==> src/rtl/qts_pkg.sv <==
// Shared types, token codes, character codes and keyword table for the QASM token scanner.
package qts_pkg;

  localparam int POS_BITS_DEFAULT      = 16;
  localparam int KEYWORD_CHARS_DEFAULT = 8;

  localparam int KW_COUNT     = 14;
  localparam int KW_MAX_CHARS = 8;

  typedef struct packed {
    logic [7:0] char_byte;
    logic       end_of_input;
  } src_item_t;

  typedef struct packed {
    logic [4:0]  token_kind;
    logic [1:0]  error_code;
    logic [15:0] token_line;
    logic [15:0] token_column;
    logic [15:0] token_length;
    logic        last_of_run;
  } tok_item_t;

  typedef struct packed {
    logic first;
    logic second;
  } emit_flags_t;

  localparam logic [4:0] K_EOF      = 5'd0;
  localparam logic [4:0] K_IDENT    = 5'd1;
  localparam logic [4:0] K_NUMBER   = 5'd2;
  localparam logic [4:0] K_STRING   = 5'd3;
  localparam logic [4:0] K_KW_BASE  = 5'd4;
  localparam logic [4:0] K_LBRACKET = 5'd18;
  localparam logic [4:0] K_RBRACKET = 5'd19;
  localparam logic [4:0] K_LPAREN   = 5'd20;
  localparam logic [4:0] K_RPAREN   = 5'd21;
  localparam logic [4:0] K_SEMI     = 5'd22;
  localparam logic [4:0] K_COMMA    = 5'd23;
  localparam logic [4:0] K_ARROW    = 5'd24;
  localparam logic [4:0] K_ERROR    = 5'd25;

  localparam logic [1:0] ERR_NONE       = 2'd0;
  localparam logic [1:0] ERR_UNEXPECTED = 2'd1;
  localparam logic [1:0] ERR_UNTERM_STR = 2'd2;
  localparam logic [1:0] ERR_LONE_MINUS = 2'd3;

  localparam logic [7:0] CH_TAB    = 8'h09;
  localparam logic [7:0] CH_LF     = 8'h0A;
  localparam logic [7:0] CH_CR     = 8'h0D;
  localparam logic [7:0] CH_SPACE  = 8'h20;
  localparam logic [7:0] CH_QUOTE  = 8'h22;
  localparam logic [7:0] CH_LPAREN = 8'h28;
  localparam logic [7:0] CH_RPAREN = 8'h29;
  localparam logic [7:0] CH_STAR   = 8'h2A;
  localparam logic [7:0] CH_COMMA  = 8'h2C;
  localparam logic [7:0] CH_MINUS  = 8'h2D;
  localparam logic [7:0] CH_DOT    = 8'h2E;
  localparam logic [7:0] CH_SLASH  = 8'h2F;
  localparam logic [7:0] CH_SEMI   = 8'h3B;
  localparam logic [7:0] CH_GT     = 8'h3E;
  localparam logic [7:0] CH_LBRACK = 8'h5B;
  localparam logic [7:0] CH_RBRACK = 8'h5D;
  localparam logic [7:0] CH_UNDER  = 8'h5F;

  // text stored last character first, so byte i of a keyword sits at index i
  localparam logic [KW_MAX_CHARS-1:0][7:0] KW_TEXT [KW_COUNT] = '{
    "MSAQNEPO", "edulcni", "gerq", "gerc", "erusaem", "reirrab", "teser",
    "U", "XC", "etag", "fi", "ip", "nis", "soc"
  };

  localparam logic [3:0] KW_LEN [KW_COUNT] = '{
    4'd8, 4'd7, 4'd4, 4'd4, 4'd7, 4'd7, 4'd5, 4'd1, 4'd2, 4'd4, 4'd2, 4'd2, 4'd3, 4'd3
  };

  function automatic logic is_alpha(input logic [7:0] c);
    return (c >= 8'h41 && c <= 8'h5A) || (c >= 8'h61 && c <= 8'h7A);
  endfunction

  function automatic logic is_digit(input logic [7:0] c);
    return c >= 8'h30 && c <= 8'h39;
  endfunction

  function automatic tok_item_t make_tok(input logic [4:0] kind, input logic [1:0] err,
                                         input logic [15:0] ln, input logic [15:0] col,
                                         input logic [15:0] len);
    tok_item_t t;
    t.token_kind   = kind;
    t.error_code   = err;
    t.token_line   = ln;
    t.token_column = col;
    t.token_length = len;
    t.last_of_run  = 1'b0;
    return t;
  endfunction

endpackage

==> src/rtl/qasm_token_scanner.sv <==
// Top level of the QASM token scanner: input register, scanner core and result queue.
//
//   channel | direction | payload      | handshake
//   src     | in        | src_item_t   | src_valid / src_stall
//   tok     | out       | tok_item_t   | tok_valid / tok_stall
//
// A byte enters the input register, is scanned once there is room and its tokens land in
// a four-entry queue; one byte per cycle is taken while the queue has room for two tokens.
// A byte that makes two tokens holds the pace to the one-token-per-cycle output port.
// Reset clears the scanner to line 1, column 1 and empties the queue.
// A stall on tok fills the queue, then raises src_stall while the input register is loaded.
module qasm_token_scanner #(
  parameter int POS_BITS      = qts_pkg::POS_BITS_DEFAULT,
  parameter int KEYWORD_CHARS = qts_pkg::KEYWORD_CHARS_DEFAULT
) (
  input  logic               clk,
  input  logic               rst,
  input  logic               src_valid,
  output logic               src_stall,
  input  qts_pkg::src_item_t src_item,
  output logic               tok_valid,
  input  logic               tok_stall,
  output qts_pkg::tok_item_t tok_item
);

  logic                  held_valid;
  qts_pkg::src_item_t    held_item;
  logic                  room;
  logic                  fire;
  qts_pkg::emit_flags_t  emit;
  qts_pkg::tok_item_t    res_a;
  qts_pkg::tok_item_t    res_b;

  assign fire      = held_valid && room;
  assign src_stall = held_valid && !room;

  always_ff @(posedge clk) begin
    if (rst) begin
      held_valid <= 1'b0;
    end else if (!src_stall) begin
      held_valid <= src_valid;
    end
  end

  always_ff @(posedge clk) begin
    if (!src_stall && src_valid) held_item <= src_item;
  end

  qts_scan_core #(
    .POS_BITS      (POS_BITS),
    .KEYWORD_CHARS (KEYWORD_CHARS)
  ) u_core (
    .clk   (clk),
    .rst   (rst),
    .fire  (fire),
    .item  (held_item),
    .emit  (emit),
    .res_a (res_a),
    .res_b (res_b)
  );

  qts_result_fifo u_fifo (
    .clk   (clk),
    .rst   (rst),
    .emit  (emit),
    .res_a (res_a),
    .res_b (res_b),
    .room  (room),
    .valid (tok_valid),
    .stall (tok_stall),
    .item  (tok_item)
  );

endmodule

==> src/rtl/qts_scan_core.sv <==
// Scanner state machine: position counters, token buffer, keyword match and up to two results.
module qts_scan_core #(
  parameter int POS_BITS      = qts_pkg::POS_BITS_DEFAULT,
  parameter int KEYWORD_CHARS = qts_pkg::KEYWORD_CHARS_DEFAULT
) (
  input  logic                  clk,
  input  logic                  rst,
  input  logic                  fire,
  input  qts_pkg::src_item_t    item,
  output qts_pkg::emit_flags_t  emit,
  output qts_pkg::tok_item_t    res_a,
  output qts_pkg::tok_item_t    res_b
);

  localparam logic [3:0] M_IDLE   = 4'd0;
  localparam logic [3:0] M_IDENT  = 4'd1;
  localparam logic [3:0] M_INT    = 4'd2;
  localparam logic [3:0] M_FRAC   = 4'd3;
  localparam logic [3:0] M_STRING = 4'd4;
  localparam logic [3:0] M_MINUS  = 4'd5;
  localparam logic [3:0] M_SLASH  = 4'd6;
  localparam logic [3:0] M_LINE   = 4'd7;
  localparam logic [3:0] M_BLOCK  = 4'd8;
  localparam logic [3:0] M_STAR   = 4'd9;
  localparam logic [3:0] M_ERROR  = 4'd10;

  logic [3:0]                     mode, mode_next;
  logic [KEYWORD_CHARS-1:0][7:0]  word_buffer, word_buffer_next;
  logic [15:0]                    cur_len, cur_len_next;
  logic [POS_BITS-1:0]            line_cnt, line_cnt_next;
  logic [POS_BITS-1:0]            col_cnt, col_cnt_next;
  logic [POS_BITS-1:0]            start_line, start_line_next;
  logic [POS_BITS-1:0]            start_col, start_col_next;

  logic [7:0]         c;
  logic               rescan;
  logic               add_en;
  logic [1:0]         n;
  qts_pkg::tok_item_t res [2];
  logic [4:0]         ident_kind;
  logic [15:0]        cur_line16, cur_col16, st_line16, st_col16;

  function automatic logic [15:0] sat_pos(input logic [POS_BITS-1:0] v);
    logic [31:0] w;
    w = 32'(v);
    return (w > 32'h0000_FFFF) ? 16'hFFFF : w[15:0];
  endfunction

  always_comb begin
    ident_kind = qts_pkg::K_IDENT;
    for (int k = 0; k < qts_pkg::KW_COUNT; k++) begin
      if (cur_len == 16'(qts_pkg::KW_LEN[k]) &&
          word_buffer[qts_pkg::KW_MAX_CHARS-1:0] == qts_pkg::KW_TEXT[k]) begin
        ident_kind = qts_pkg::K_KW_BASE + 5'(k);
      end
    end
  end

  assign c          = item.char_byte;
  assign cur_line16 = sat_pos(line_cnt);
  assign cur_col16  = sat_pos(col_cnt);
  assign st_line16  = sat_pos(start_line);
  assign st_col16   = sat_pos(start_col);

  always_comb begin
    mode_next        = mode;
    word_buffer_next = word_buffer;
    cur_len_next     = cur_len;
    line_cnt_next    = line_cnt;
    col_cnt_next     = col_cnt;
    start_line_next  = start_line;
    start_col_next   = start_col;
    rescan           = 1'b0;
    add_en           = 1'b0;
    n                = 2'd0;
    res[0]           = '0;
    res[1]           = '0;

    if (item.end_of_input) begin
      case (mode)
        M_IDENT: begin
          res[0] = qts_pkg::make_tok(ident_kind, qts_pkg::ERR_NONE, st_line16, st_col16,
                                     cur_len);
          n = 2'd1;
        end
        M_INT, M_FRAC: begin
          res[0] = qts_pkg::make_tok(qts_pkg::K_NUMBER, qts_pkg::ERR_NONE, st_line16,
                                     st_col16, cur_len);
          n = 2'd1;
        end
        M_STRING: begin
          res[0] = qts_pkg::make_tok(qts_pkg::K_ERROR, qts_pkg::ERR_UNTERM_STR, st_line16,
                                     st_col16, cur_len);
          n = 2'd1;
        end
        M_MINUS: begin
          res[0] = qts_pkg::make_tok(qts_pkg::K_ERROR, qts_pkg::ERR_LONE_MINUS, st_line16,
                                     st_col16, 16'd1);
          n = 2'd1;
        end
        M_SLASH: begin
          res[0] = qts_pkg::make_tok(qts_pkg::K_ERROR, qts_pkg::ERR_UNEXPECTED, st_line16,
                                     st_col16, 16'd1);
          n = 2'd1;
        end
        default: begin
        end
      endcase
      res[n[0]] = qts_pkg::make_tok(qts_pkg::K_EOF, qts_pkg::ERR_NONE, cur_line16,
                                    cur_col16, 16'd0);
      n = n + 2'd1;
      mode_next        = M_IDLE;
      word_buffer_next = '0;
      cur_len_next     = '0;
      line_cnt_next    = POS_BITS'(1);
      col_cnt_next     = POS_BITS'(1);
      start_line_next  = POS_BITS'(1);
      start_col_next   = POS_BITS'(1);
    end else if (mode != M_ERROR) begin
      case (mode)
        M_IDENT: begin
          if (qts_pkg::is_alpha(c) || qts_pkg::is_digit(c) || c == qts_pkg::CH_UNDER) begin
            add_en = 1'b1;
          end else begin
            res[0] = qts_pkg::make_tok(ident_kind, qts_pkg::ERR_NONE, st_line16, st_col16,
                                       cur_len);
            n = 2'd1;
            rescan = 1'b1;
          end
        end
        M_INT: begin
          if (qts_pkg::is_digit(c)) begin
            add_en = 1'b1;
          end else if (c == qts_pkg::CH_DOT) begin
            add_en = 1'b1;
            mode_next = M_FRAC;
          end else begin
            res[0] = qts_pkg::make_tok(qts_pkg::K_NUMBER, qts_pkg::ERR_NONE, st_line16,
                                       st_col16, cur_len);
            n = 2'd1;
            rescan = 1'b1;
          end
        end
        M_FRAC: begin
          if (qts_pkg::is_digit(c)) begin
            add_en = 1'b1;
          end else begin
            res[0] = qts_pkg::make_tok(qts_pkg::K_NUMBER, qts_pkg::ERR_NONE, st_line16,
                                       st_col16, cur_len);
            n = 2'd1;
            rescan = 1'b1;
          end
        end
        M_STRING: begin
          if (c == qts_pkg::CH_QUOTE) begin
            res[0] = qts_pkg::make_tok(qts_pkg::K_STRING, qts_pkg::ERR_NONE, st_line16,
                                       st_col16, cur_len);
            n = 2'd1;
            mode_next = M_IDLE;
          end else begin
            add_en = 1'b1;
          end
        end
        M_MINUS: begin
          if (c == qts_pkg::CH_GT) begin
            res[0] = qts_pkg::make_tok(qts_pkg::K_ARROW, qts_pkg::ERR_NONE, st_line16,
                                       st_col16, 16'd2);
            mode_next = M_IDLE;
          end else begin
            res[0] = qts_pkg::make_tok(qts_pkg::K_ERROR, qts_pkg::ERR_LONE_MINUS, st_line16,
                                       st_col16, 16'd1);
            mode_next = M_ERROR;
          end
          n = 2'd1;
        end
        M_SLASH: begin
          if (c == qts_pkg::CH_SLASH) begin
            mode_next = M_LINE;
          end else if (c == qts_pkg::CH_STAR) begin
            mode_next = M_BLOCK;
          end else begin
            res[0] = qts_pkg::make_tok(qts_pkg::K_ERROR, qts_pkg::ERR_UNEXPECTED, st_line16,
                                       st_col16, 16'd1);
            n = 2'd1;
            mode_next = M_ERROR;
          end
        end
        M_LINE: begin
          if (c == qts_pkg::CH_LF) mode_next = M_IDLE;
        end
        M_BLOCK: begin
          if (c == qts_pkg::CH_STAR) mode_next = M_STAR;
        end
        M_STAR: begin
          if (c == qts_pkg::CH_SLASH) mode_next = M_IDLE;
          else if (c != qts_pkg::CH_STAR) mode_next = M_BLOCK;
        end
        M_IDLE: begin
          rescan = 1'b1;
        end
        default: begin
          mode_next = M_ERROR;
        end
      endcase

      if (add_en) begin
        for (int i = 0; i < KEYWORD_CHARS; i++) begin
          if (cur_len == 16'(i)) word_buffer_next[i] = c;
        end
        if (cur_len != 16'hFFFF) cur_len_next = cur_len + 16'd1;
      end

      if (rescan) begin
        mode_next = M_IDLE;
        case (c)
          qts_pkg::CH_SPACE, qts_pkg::CH_TAB, qts_pkg::CH_CR, qts_pkg::CH_LF: begin
          end
          qts_pkg::CH_LBRACK, qts_pkg::CH_RBRACK, qts_pkg::CH_LPAREN, qts_pkg::CH_RPAREN,
          qts_pkg::CH_SEMI, qts_pkg::CH_COMMA: begin
            case (c)
              qts_pkg::CH_LBRACK: res[n[0]].token_kind = qts_pkg::K_LBRACKET;
              qts_pkg::CH_RBRACK: res[n[0]].token_kind = qts_pkg::K_RBRACKET;
              qts_pkg::CH_LPAREN: res[n[0]].token_kind = qts_pkg::K_LPAREN;
              qts_pkg::CH_RPAREN: res[n[0]].token_kind = qts_pkg::K_RPAREN;
              qts_pkg::CH_SEMI:   res[n[0]].token_kind = qts_pkg::K_SEMI;
              default:            res[n[0]].token_kind = qts_pkg::K_COMMA;
            endcase
            res[n[0]].error_code   = qts_pkg::ERR_NONE;
            res[n[0]].token_line   = cur_line16;
            res[n[0]].token_column = cur_col16;
            res[n[0]].token_length = 16'd1;
            res[n[0]].last_of_run  = 1'b0;
            n = n + 2'd1;
          end
          default: begin
            start_line_next  = line_cnt;
            start_col_next   = col_cnt;
            cur_len_next     = '0;
            word_buffer_next = '0;
            if (qts_pkg::is_alpha(c) || qts_pkg::is_digit(c)) begin
              word_buffer_next[0] = c;
              cur_len_next        = 16'd1;
              mode_next = qts_pkg::is_alpha(c) ? M_IDENT : M_INT;
            end else if (c == qts_pkg::CH_QUOTE) begin
              mode_next = M_STRING;
            end else if (c == qts_pkg::CH_MINUS) begin
              mode_next = M_MINUS;
            end else if (c == qts_pkg::CH_SLASH) begin
              mode_next = M_SLASH;
            end else begin
              res[n[0]] = qts_pkg::make_tok(qts_pkg::K_ERROR, qts_pkg::ERR_UNEXPECTED,
                                            cur_line16, cur_col16, 16'd1);
              n = n + 2'd1;
              mode_next = M_ERROR;
            end
          end
        endcase
      end

      if (c == qts_pkg::CH_LF) begin
        if (line_cnt != '1) line_cnt_next = line_cnt + POS_BITS'(1);
        col_cnt_next = POS_BITS'(1);
      end else if (col_cnt != '1) begin
        col_cnt_next = col_cnt + POS_BITS'(1);
      end
    end

    if (n == 2'd2) res[1].last_of_run = 1'b1;
    else if (n == 2'd1) res[0].last_of_run = 1'b1;
  end

  assign emit.first  = fire && (n != 2'd0);
  assign emit.second = fire && (n == 2'd2);
  assign res_a       = res[0];
  assign res_b       = res[1];

  always_ff @(posedge clk) begin
    if (rst) begin
      mode        <= M_IDLE;
      word_buffer <= '0;
      cur_len     <= '0;
      line_cnt    <= POS_BITS'(1);
      col_cnt     <= POS_BITS'(1);
      start_line  <= POS_BITS'(1);
      start_col   <= POS_BITS'(1);
    end else if (fire) begin
      mode        <= mode_next;
      word_buffer <= word_buffer_next;
      cur_len     <= cur_len_next;
      line_cnt    <= line_cnt_next;
      col_cnt     <= col_cnt_next;
      start_line  <= start_line_next;
      start_col   <= start_col_next;
    end
  end

endmodule

==> src/rtl/qts_result_fifo.sv <==
// Four-entry result queue: takes up to two tokens per cycle, hands out one unless stalled.
module qts_result_fifo (
  input  logic                  clk,
  input  logic                  rst,
  input  qts_pkg::emit_flags_t  emit,
  input  qts_pkg::tok_item_t    res_a,
  input  qts_pkg::tok_item_t    res_b,
  output logic                  room,
  output logic                  valid,
  input  logic                  stall,
  output qts_pkg::tok_item_t    item
);

  qts_pkg::tok_item_t entries [4];
  logic [1:0]         head;
  logic [1:0]         tail;
  logic [2:0]         count;
  logic               pop;

  assign valid = count != 3'd0;
  assign pop   = valid && !stall;
  assign item  = entries[head];
  assign room  = count <= 3'd2;

  always_ff @(posedge clk) begin
    if (emit.first) entries[tail] <= res_a;
    if (emit.second) entries[tail + 2'd1] <= res_b;
  end

  always_ff @(posedge clk) begin
    if (rst) begin
      head  <= '0;
      tail  <= '0;
      count <= '0;
    end else begin
      if (pop) head <= head + 2'd1;
      tail  <= tail + 2'({1'b0, emit.first} + {1'b0, emit.second});
      count <= count + 3'(emit.first) + 3'(emit.second) - 3'(pop);
    end
  end

endmodule
==> config.mk <==
export PLATFORM = sky130hd
export DESIGN_NAME = qasm_token_scanner
export DESIGN_NICKNAME = d
export VERILOG_FILES = /design/src/rtl/qts_pkg.sv /design/src/rtl/qasm_token_scanner.sv /design/src/rtl/qts_scan_core.sv /design/src/rtl/qts_result_fifo.sv
export SDC_FILE = /design/constraint.sdc
export NUM_CORES = 1
export LEC_CHECK = 0
export BUFFER_PORTS_ARGS = -buffer_cell sky130_fd_sc_hd__buf_2
export CORE_MARGIN = 10
export CORE_UTILIZATION = 60
export CTS_CLUSTER_SIZE = 14
export DETAILED_ROUTE_END_ITERATION = 16
export PLACE_DENSITY = 0.75
export SYNTH_ARGS = -nofsm -noshare
export SYNTH_HDL_FRONTEND = slang
export SYNTH_SLANG_ARGS = --single-unit
==> constraint.sdc <==
create_clock -name clk -period 15.65 [get_ports clk]
set_input_delay 1.565 -clock clk [delete_from_list [all_inputs] [get_ports clk]]
set_output_delay 1.565 -clock clk [all_outputs]
set_load 0.005 [all_outputs]
-- Yosys cells after proc, flatten, opt, wreduce, memory -nomap -nowiden
Memory sizes are Yosys's and may differ from the RTL's. A register that Yosys moved wholly into a read port is not among the register bits.
Index checks and enable logic that the tools add are counted.
- register bits: 165
- bits in writable memories: 224
- input port bits: 13
- output and inout port bits: 58
- memories: 1
- add/sub/neg operators: 12
- order comparisons: 11
- eq/ne operators: 63
- muxes and demuxes: 170
- bitwise logic cells: 2
- reduce and logical (&&, ||, !) cells: 51
- memories (name ; depth ; width ; read ports ; clocked after memory_dff ; wr ports ; line ; source):
    u_fifo.entries ; 4 ; 56 ; 1 ; 1 ; 2 ; qts_result_fifo.sv:14 ; qts_pkg::tok_item_t entries [4];
- operators with widths (kind ; count):
    112-bit bitwise mux ; 13
    112-bit 2-to-1 mux ; 11
    56-bit 2-to-1 mux ; 10
    112-bit one-hot mux with 5 select lines ; 1
    56-bit demux with 1-bit select ; 8
    16-bit 2-to-1 mux ; 22
    56-bit one-hot mux with 6 select lines ; 1
    64-bit 2-to-1 mux ; 5
    56-bit one-hot mux with 5 select lines ; 1
    112-bit one-hot mux with 2 select lines ; 1
    64-bit by 15-bit equality test with 1-bit output (second input constant) ; 3
    64-bit by 31-bit equality test with 1-bit output (second input constant) ; 3
    64-bit by 55-bit equality test with 1-bit output (second input constant) ; 3
    53-bit 2-to-1 mux ; 3
    64-bit by 23-bit equality test with 1-bit output (second input constant) ; 2
    4-bit 2-to-1 mux ; 25
    8-bit by 6-bit equality test with 1-bit output (second input constant) ; 11
    8-bit 2-to-1 mux ; 9
    16-bit by 3-bit equality test with 1-bit output (second input constant) ; 4
    64-bit by 39-bit equality test with 1-bit output (second input constant) ; 1
    64-bit by 63-bit equality test with 1-bit output (second input constant) ; 1
    64-bit by 7-bit equality test with 1-bit output (second input constant) ; 1
    52-bit 2-to-1 mux ; 1
    51-bit 2-to-1 mux ; 1
    other kinds (59) ; 168

-- Depth between registers and ports, before layout
- word-level depth: 37
- gate-level depth with buffers: 18
- depth with buffers taken out: 16

-- Modules after synthesis
Synthesis repeated with hierarchy kept, for this count alone.
- cell total of the unflattened synthesis: 1869
- area, all modules: 21480.6 um^2
- modules (own cells, without submodules) (module ; times used ; cells each ; area an instance (um^2) ; seq. area each (um^2)):
    qts_result_fifo ; 1 ; 592 ; 11240.8 ; 6906.6
    qts_scan_core ; 1 ; 1263 ; 9913.3 ; 2962.8
    qasm_token_scanner ; 1 ; 14 ; 326.6 ; 290.3

-- Least setup slack after synthesis
Ideal clock, no wire load.
- path kind: register to register
- start point: reg held_item[5] (netlist name)
- end point: mem u_fifo.entries[3][0] (netlist name) (enable)
- library setup time: 550 ps
- arrival time: 7429 ps
- required time: 15100 ps
- setup slack: 7671 ps
- cell stages (with the launch flop): 13
- buffers on the path: 1
- period minus slack after synthesis: 7979 ps
- cells stage by stage: edfxtp_1 or4b_1 buf_2 or4_4 a41o_1 nor3_4 inv_2 ha_1 and3_1 a22o_1 a221oi_1 nor2_1 nor3b_1
- RTL lines (item ; line ; source):
    start, declared ; qasm_token_scanner.sv:27 ; qts_pkg::src_item_t held_item;
    start signal, assigned ; qasm_token_scanner.sv:46 ; if (!src_stall && src_valid) held_item <= src_item;
    end, declared ; qts_result_fifo.sv:14 ;

==> impl_metrics.toml <==
[min_path]
min-delay-start = "u_core.word_buffer[55]"
holdPathEnd = "u_core.word_buffer[55]"
worstHoldPathCells = 1
hold_class = "reg2reg"

[timing]
period_minus_slack_ns = 6.36
finalHoldViolCount = 0
slew_violations = 0
setup_tns_ns = 0
setup_viol_count_final = 0
rsz0062_at_grt = "no"
fmaxAchievable_ghz = 0.157
worstMarginPinSlew_ns = 1.32
max-slew-margin-rel = 0.120
final.setup_skew_ns = 0.0223
post-route-period-util = 0.406

[clock_tree]
tritoncts = "built"
cts-root-buf = "clkbuf_16"
clk_pin_slew_ns = 0.06
cts.htree.levels = 2
numClockSinks = 391
clk_latency_ns = 0.56
postCtsSetupBuffers = 0
cts_made_buffers = 41
clock_path_buffers = 3
cts_resized = 0
cts-hold-fix-buffers = 0

[die]
initial_core_util = 0.613
core_area_um2 = 32800
fp.dieH_um = 203
rows = 66
die_x_um = 203
io_pins = 71
die_area_um2 = 41200

[cells_and_area]
drive_gt1_frac = 0.130
antennaDiodeCount = 0
multiInputGateArea_um2 = 9360
fin_cells = 2404
num-nets-final = 1956
ff_latch_area_um2 = 10200
synthToLayoutAreaGrowth_pct = 9.53
fillers = 2503

[routing]
vias = 16400
viasPerCell = 6.80
wl_per_cell_um = 24.2
antenna_left = 0
drtPass1Iterations = 7
drc = 0
routed_wirelength_um = 58100
detail_route.iter0.violations = 1886

[placed_design]
dp.cells = 2330
dp_hpwl_um = 37400
place_congestion = 0.990
io_buffers = 70

[critical_path]
cp.required_ns = 15.94
setup.worst_path.class = "reg2reg"
worstPathMaxFanout = 85
cp_slowest_cell = "buf_4"
path_common_cell = "buf_4"
path_cells = "or4b_1 > or4_4 > a41o_1 > nor3_4 > inv_2 > ha_1 > and3_1 > a22o_1 > a221o_4 > buf_4 > or2_1 > buf_4 > mux2_4"
crit_family = "simple AND/OR/NAND/NOR gates"
worst_path_largest_cell_delay_ns = 0.76
r2r_setup_slack_ns = 9.29
cp.buffers_inverters = 3
reg2regPathDepth = 13
rr_startpoint = "held_item[5]"
crit_path_end_kind = "flip-flop"
r2r_end = "u_fifo.entries[3][19]"
critical_path_arrival_ns = 6.65
crit_path_start_kind = "flip-flop"

[power]
p_int_uw = 1920
powerDensity_nw_per_um2 = 121
p_sw_frac = 0.280
finalPower_uw = 2670
ir_drop_mv = 0.0996
clkPwrFrac = 0.357
power.switching_uw = 749
p_leak_uw = 0.00744
seqPwrFrac = 0.444
comb_power_share = 0.199

[logic_synthesis]
synthArstFlopShare = 0
syn-num-nets = 1956
ys.warnings.count = 0
ys_ff_latch = 391
syn_area_um2 = 20100
synth.distinct_cells = 82
synth-edff-count = 233
synthCells = 1931
ys_dominant_reg_cell = "edfxtp_1"
post_synth.cell_area_avg_um2 = 10.4
yosysSeqAreaShare = 0.505

[run_status]
outcome = "finished clean"

[global_route]
grt_overflow = 0
grt_pass1_wl_um = 91000
antenna_found_initial = 0
grt_max_degree = 91
grt_util_all_layers = 0.276
grt_pass1_vias = 15900

[flow_run]
cap_viol_max_count = 0
==> power by group through the flow <==
stage          clock network (µW)  logic (µW)  registers [µW]
3_3_place_gp                    0         522            1200
3_5_place_dp                    0         531            1210
6_report                      954         533            1190
4_1_cts                       964         534            1190
2_1_floorplan                   0         363            1190
5_1_grt                      1010         578            1190
==> placed cells by master, fill, tap and decap left out, types with 56 or more instances in the layout <==
cell type and n:
o21ai_0 141, mux4_2 56, a21oi_1 85, o22ai_1 120
dfxtp_1 156, buf_2 69, nand2_1 121, and2_1 66
edfxtp_1 233, nor2_1 209
==> per-layer routing <==
layer | vias to the layer above | global-route usage | routed length, µm
met5 | - | 0 | 0
met4 | 0 | 0.0845 | 1390
met3 | 126 | 0.0522 | 5520
met2 | 811 | 0.429 | 26700
met1 | 8018 | 0.385 | 24500
li1 | 7398 | - | -
==> worst max-delay path by stage <==
stage                     cells past startpoint  slack [ns]    startpoint               endpoint
after floorplan                              12        7.67  held_item[5]   u_fifo.entries[3][0]
after global placement                       13        9.59  held_item[5]  u_fifo.entries[3][21]
after detailed placement                     13        9.42  held_item[5]  u_fifo.entries[3][19]
after CTS                                    13        9.41  held_item[5]  u_fifo.entries[3][19]
after global routing                         13        9.03  held_item[5]  u_fifo.entries[3][19]
final                                        13        9.29  held_item[5]  u_fifo.entries[3][19]
==> through the flow <==
step / hold slack (ns) / util / worst slack, ns / cell area (µm²)
finish: 0.470 / 0.672 / 9.29 / 22000
global route: 0.502 / 0.672 / 9.03 / 22000
CTS: 0.469 / 0.672 / 9.41 / 22000
detailed placement: 0.447 / 0.632 / 9.42 / 20700
global placement: 0.435 / 0.632 / 9.59 / 20700
floorplan: 0.426 / - / 7.67 / 20100
==> flip-flops by register name, summed over array words and instances, names as in the netlist, 9 cells and up, named ones only <==
name                flops
u_core.cur_line16      16
u_core.col_cnt         16
u_fifo.entries        224
u_core.word_buffer     64
u_core.cur_len         16
held_item               9
u_core.st_col16        16
u_core.st_line16       16
==> layout make-up <==
type | instances | area share
clock buffer | 63 | 0.0545
sequential | 391 | 0.461
multi-input combinational | 1380 | 0.425
clock inverter | 11 | 0.00528
timing repair buffer | 98 | 0.0256
inverter | 19 | 0.00324
tap | 442 | 0.0251
==> cell usage after synthesis (40+ instances only) <==
library cell / number / area, µm²
and2_1: 66 / 413
o21ai_0: 142 / 711
nand3_1: 40 / 200
clkbuf_1: 100 / 375
edfxtp_1: 233 / 7000
nor3_1: 46 / 230
a21oi_1: 86 / 430
o22ai_1: 120 / 751
nor2_1: 209 / 785
mux4_2: 56 / 1260
dfxtp_1: 158 / 3160
nand2_1: 121 / 454
==> cell families after synthesis <==
group,after synthesis,synth area share
buffers and inverters,160,0.0328
muxes,106,0.0912
DFF,391,0.505
AOI/OAI and AO/OA,500,0.156
adders and majority gates,12,0.00859
and+or+nand+nor,730,0.192
xor gates and xnor gates,32,0.0139
No activity file was read; power rests on OpenSTA's default activity.
